===== src/design/mvsm_pkg.sv =====
// shared types and constants for the multi-voice sample mixer
`default_nettype none
package mvsm_pkg;

  localparam logic [1:0] KIND_LOAD   = 2'd0;
  localparam logic [1:0] KIND_START  = 2'd1;
  localparam logic [1:0] KIND_TICK   = 2'd2;
  localparam logic [1:0] KIND_UNUSED = 2'd3;

  localparam logic [15:0] GAIN_UNITY = 16'd32768;

  typedef struct packed {
    logic [1:0]         kind;
    logic [15:0]        address;
    logic [16:0]        end_address;
    logic signed [15:0] sample_word;
  } in_t;

  typedef struct packed {
    logic signed [15:0] left_out;
    logic signed [15:0] right_out;
    logic [4:0]         active_voices;
  } out_t;

endpackage
`default_nettype wire


===== src/design/mvsm_front.sv =====
// input stage: accepts words, drops unknown kinds, queues the rest
`default_nettype none
module mvsm_front (
  input  wire logic          clk,
  input  wire logic          rst,
  input  wire logic          in_valid,
  output logic               in_ready,
  input  wire mvsm_pkg::in_t in_data,
  output logic               q_valid,
  output mvsm_pkg::in_t      q_data,
  input  wire logic          q_pop
);
  mvsm_pkg::in_t slot [2];
  logic          rd_ptr;
  logic          wr_ptr;
  logic [1:0]    count;
  logic          push;
  logic          take;

  assign in_ready = (count != 2'd2);
  assign take     = in_valid && in_ready;
  assign push     = take && (in_data.kind != mvsm_pkg::KIND_UNUSED);
  assign q_valid  = (count != 2'd0);
  assign q_data   = slot[rd_ptr];

  always_ff @(posedge clk) begin
    if (push) begin
      slot[wr_ptr] <= in_data;
    end
    if (rst) begin
      rd_ptr <= 1'b0;
      wr_ptr <= 1'b0;
      count  <= 2'd0;
    end else begin
      if (push) begin
        wr_ptr <= ~wr_ptr;
      end
      if (q_pop && q_valid) begin
        rd_ptr <= ~rd_ptr;
      end
      count <= count + 2'(push) - 2'(q_pop && q_valid);
    end
  end
endmodule
`default_nettype wire


===== config.mk =====
export PLATFORM = sky130hd
export DESIGN_NAME = mvsm_front
export DESIGN_NICKNAME = d
export VERILOG_FILES = /design/src/design/mvsm_pkg.sv /design/src/design/mvsm_front.sv
export SDC_FILE = /design/constraint.sdc
export NUM_CORES = 1
export LEC_CHECK = 0
export BUFFER_PORTS_ARGS = -buffer_cell sky130_fd_sc_hd__buf_2
export CORE_ASPECT_RATIO = 0.9
export CORE_MARGIN = 1.5
export CORE_UTILIZATION = 28
export DETAILED_ROUTE_END_ITERATION = 12
export PLACE_DENSITY = 0.46
export SLEW_MARGIN = 20
export SYNTH_ARGS = -nofsm -noshare
export SYNTH_HDL_FRONTEND = slang
export SYNTH_SLANG_ARGS = --single-unit
export TNS_END_PERCENT = 10

===== constraint.sdc =====
create_clock -name clk -period 4.5 [get_ports clk]
set_input_delay 0.225 -clock clk [delete_from_list [all_inputs] [get_ports clk]]
set_output_delay 0.225 -clock clk [all_outputs]
set_load 0.005 [all_outputs]

==> results.tsv <==
stage	metric	value	unit
run_status	status	complete, no violations	
global_routing	largest net degree at the start of global routing	52	
die	Die Area	15700	um2
clock_network	number of hold buffers added after CTS	0	
global_routing	gr usage total	0.100	
die	I/O pins	108	
worst_setup_path	Reg2Reg Depth	4	
power_and_ir_drop	power per cell area	544	nW/um2
sta	final slew viol count	0	
routing	DRC	0	
clock_network	post-CTS setup buffers	0	
synthesis	yosys warns	0	
die	Die X	132	um
sta	skew final	0.00838	ns
layout	antenna fix cells	0	
power_and_ir_drop	VDD IR max	0.000272	V
clock_network	clock-pin slew on the worst setup and hold paths	0.07	ns
worst_setup_path	CP Capture Type	output pin	
hold_path	Worst Hold Class	input pin to flop	
global_routing	first-pass GRT wire length	11400	um
synthesis	share of the synthesized area in the top cell type	0.730	
synthesis	syn_nets	243	
clock_network	H-tree depth	3	
synthesis	Mapped Area	4200	um2
synthesis	number of distinct library cells after synthesis	19	
worst_setup_path	FF-to-FF End	slot[0][30]$_DFFE_PP_	
sta	Max-slew headroom	0.324	
synthesis	post-synthesis cell count	186	
layout	final instance area	5190	um2
clock_network	CTS tree	built	
clock_network	root buffer cell	clkbuf_16	
sta	final setup vio count	0	
routing	final WL	7540	um
worst_setup_path	critical path type	flop to output pin	
worst_setup_path	Critical-path top delay cell	dfxtp_4	
worst_setup_path	Crit path largest cell delay	1.01	ns
synthesis	top post-synthesis cells by count	102 x edfxtp_1, 51 x mux2_4, 7 x nor2_1	
synthesis	syn_area_per_cell	22.6	um2
worst_setup_path	Worst R2R Setup Slack	2.38	ns
hold_path	Hold Path End	slot[1][21]$_DFFE_PP_	
worst_setup_path	worst r2r src	count[0]$_SDFF_PP0_	
die	Starting Density	0.286	
layout	nets	357	
placement	HPWL Detailed	4830	um
global_routing	antenna violations before repair	1	
sta	pin slew with the least headroom to its limit	1.01	ns
routing	Routed wire per std cell	15.0	um
sta	total negative slack	0	ns
clock_network	CTS max path bufs	2	
routing	Vias/cell	4.00	
global_routing	GR Overflow Total	0	
layout	Layout area overhead	23.8	%
routing	antenna-violating nets left	0	
sta	Final Hold Vio Count	0	
layout	final core occ	0.354	
sta	final period utilization	0.483	
synthesis	#FFs+latches synth	107	
synthesis	Synth area leaders	edfxtp_1 73%, mux2_4 18%, buf_12 2.4%	
routing	drt initial violations	99	
placement	placer congestion estimate	0.667	
hold_path	worst hold start	in_data[21]	
synthesis	largest area contributor in the netlist	edfxtp_1	
synthesis	count leader, synth	edfxtp_1	
synthesis	ys flop type	edfxtp_1	
sta	RSZ-0062 raised after global routing	no	
routing	vias post-DR	2014	
flow_run	number of max-cap violations	0	
hold_path	Hold Path Depth	1	
worst_setup_path	WP data arrival	1.95	ns
routing	first-pass iteration count of the detailed router	4	
clock_network	Clk Latency, worst-skew pair	0.35	ns
global_routing	vias in the first global route	2073	
sta	Fmax achieved	460	MHz
clock_network	CTS Sinks	107	
placement	placed cell area	4900	um2
placement	Port Buffer Count	107	
layout	Fill cells	1443	
worst_setup_path	Critical Path Source Type	flop	
worst_setup_path	crit path max fanout	51	
power_and_ir_drop	Tot Pwr	2.83	mW
clock_network	# resized after CTS	0	
die	Cell Rows	42	
worst_setup_path	worst endpoint required time	4.28	ns
layout	share of post-route cells with drive strength above 1	0.603	
sta	Min Clock Period, post-route	2.17	ns
synthesis	number of flops mapped to enable cells by yosys	102	
die	core area	14700	um2
synthesis	sequential area share after synthesis	0.754	
synthesis	Post-synth ARST share	0	
die	Die H	119	um
clock_network	Num CTS Buffers	9	
worst_setup_path	crit-path cells	mux2_2, buf_2	
power_and_ir_drop	leakage	2.00	nW
worst max-delay path: cells and delay by family, from the launching register on:
family | cells | cell delay (ns)
flops | 1 | 1.01
mux | 1 | 0.43
buf+inv | 1 | 0.13
metal layers:
metal	global-route usage	vias up	wire length [um]
met3	0.0438	14	544
met2	0.152	66	3490
met1	0.124	986	3370
li1	-	946	-
met4	0.0438	2	129
met5	0	-	11
cell families after synthesis:
logic type | synth area share
flops | 0.754
mux | 0.185
simple gates | 0.0203
buf+inv | 0.0283
xor+xnor | 0.00418
fa+ha+maj | 0.00596
compound gates | 0.00209
cells in the final DEF, fill, tap and decap left out:
cell type,instances
buf_2,107
edfxtp_1,102
mux2_4,51
clkbuf_16,9
nor2_1,5
dfxtp_1,4
clkinv_2,3
inv_1,2
nor2_4,2
ha_1,2
clkinvlp_4,2
buf_4,2
nand2b_4,1
nand2_1,1
nand3_4,1
o21a_2,1
mux2_2,1
or2_2,1
nor2b_1,1
xnor2_1,1
xor2_1,1
and2_1,1
nor3_1,1
dfxtp_4,1
clkinv_4,1
bufinv_16,1
flip-flops by register name, indices dropped and copies added (netlist names), named ones only:
signal / flops
count: 2
rd_ptr: 1
slot: 102
wr_ptr: 1
through the flow:
step	std cells	hold WS (ns)	worst slack, ns
after global routing	503	0.0433	2.19
after detailed placement	487	0.419	2.28
after global placement	487	0.415	2.34
after floorplan	186	0.297	1.31
final	503	0.0649	2.33
after CTS	503	0.0446	2.25
worst max-delay path by stage:
stage / to / slack (ns) / cells past startpoint
floorplan: slot[0][0]$_DFFE_PP_ / 1.31 / 3
global placement: slot[1][50]$_DFFE_PP_ / 2.34 / 4
detailed placement: slot[1][34]$_DFFE_PP_ / 2.28 / 4
CTS: slot[1][38]$_DFFE_PP_ / 2.25 / 4
global route: slot[1][35]$_DFFE_PP_ / 2.19 / 4
finish: q_data[50] / 2.33 / 2
power breakdown:
part	switching, mW	internal [mW]	leakage (nW)	total [mW]
clock	0.340	0.429	0.141	0.769
combinational	0.244	0.430	0.875	0.674
sequential	0.140	1.25	0.986	1.39
total	0.723	2.10	2.00	2.83
layout make-up:
cell class | count | area (um2) | area share
Sequential cell | 107 | 3170 | 0.610
Multi-Input combinational cell | 71 | 928 | 0.179
Timing Repair Buffer | 109 | 551 | 0.106
Tap cell | 198 | 248 | 0.0477
Clock buffer | 9 | 225 | 0.0434
Clock inverter | 7 | 68.8 | 0.0132
Inverter | 2 | 7.51 | 0.00145
No activity file was read; power rests on OpenSTA's default activity.
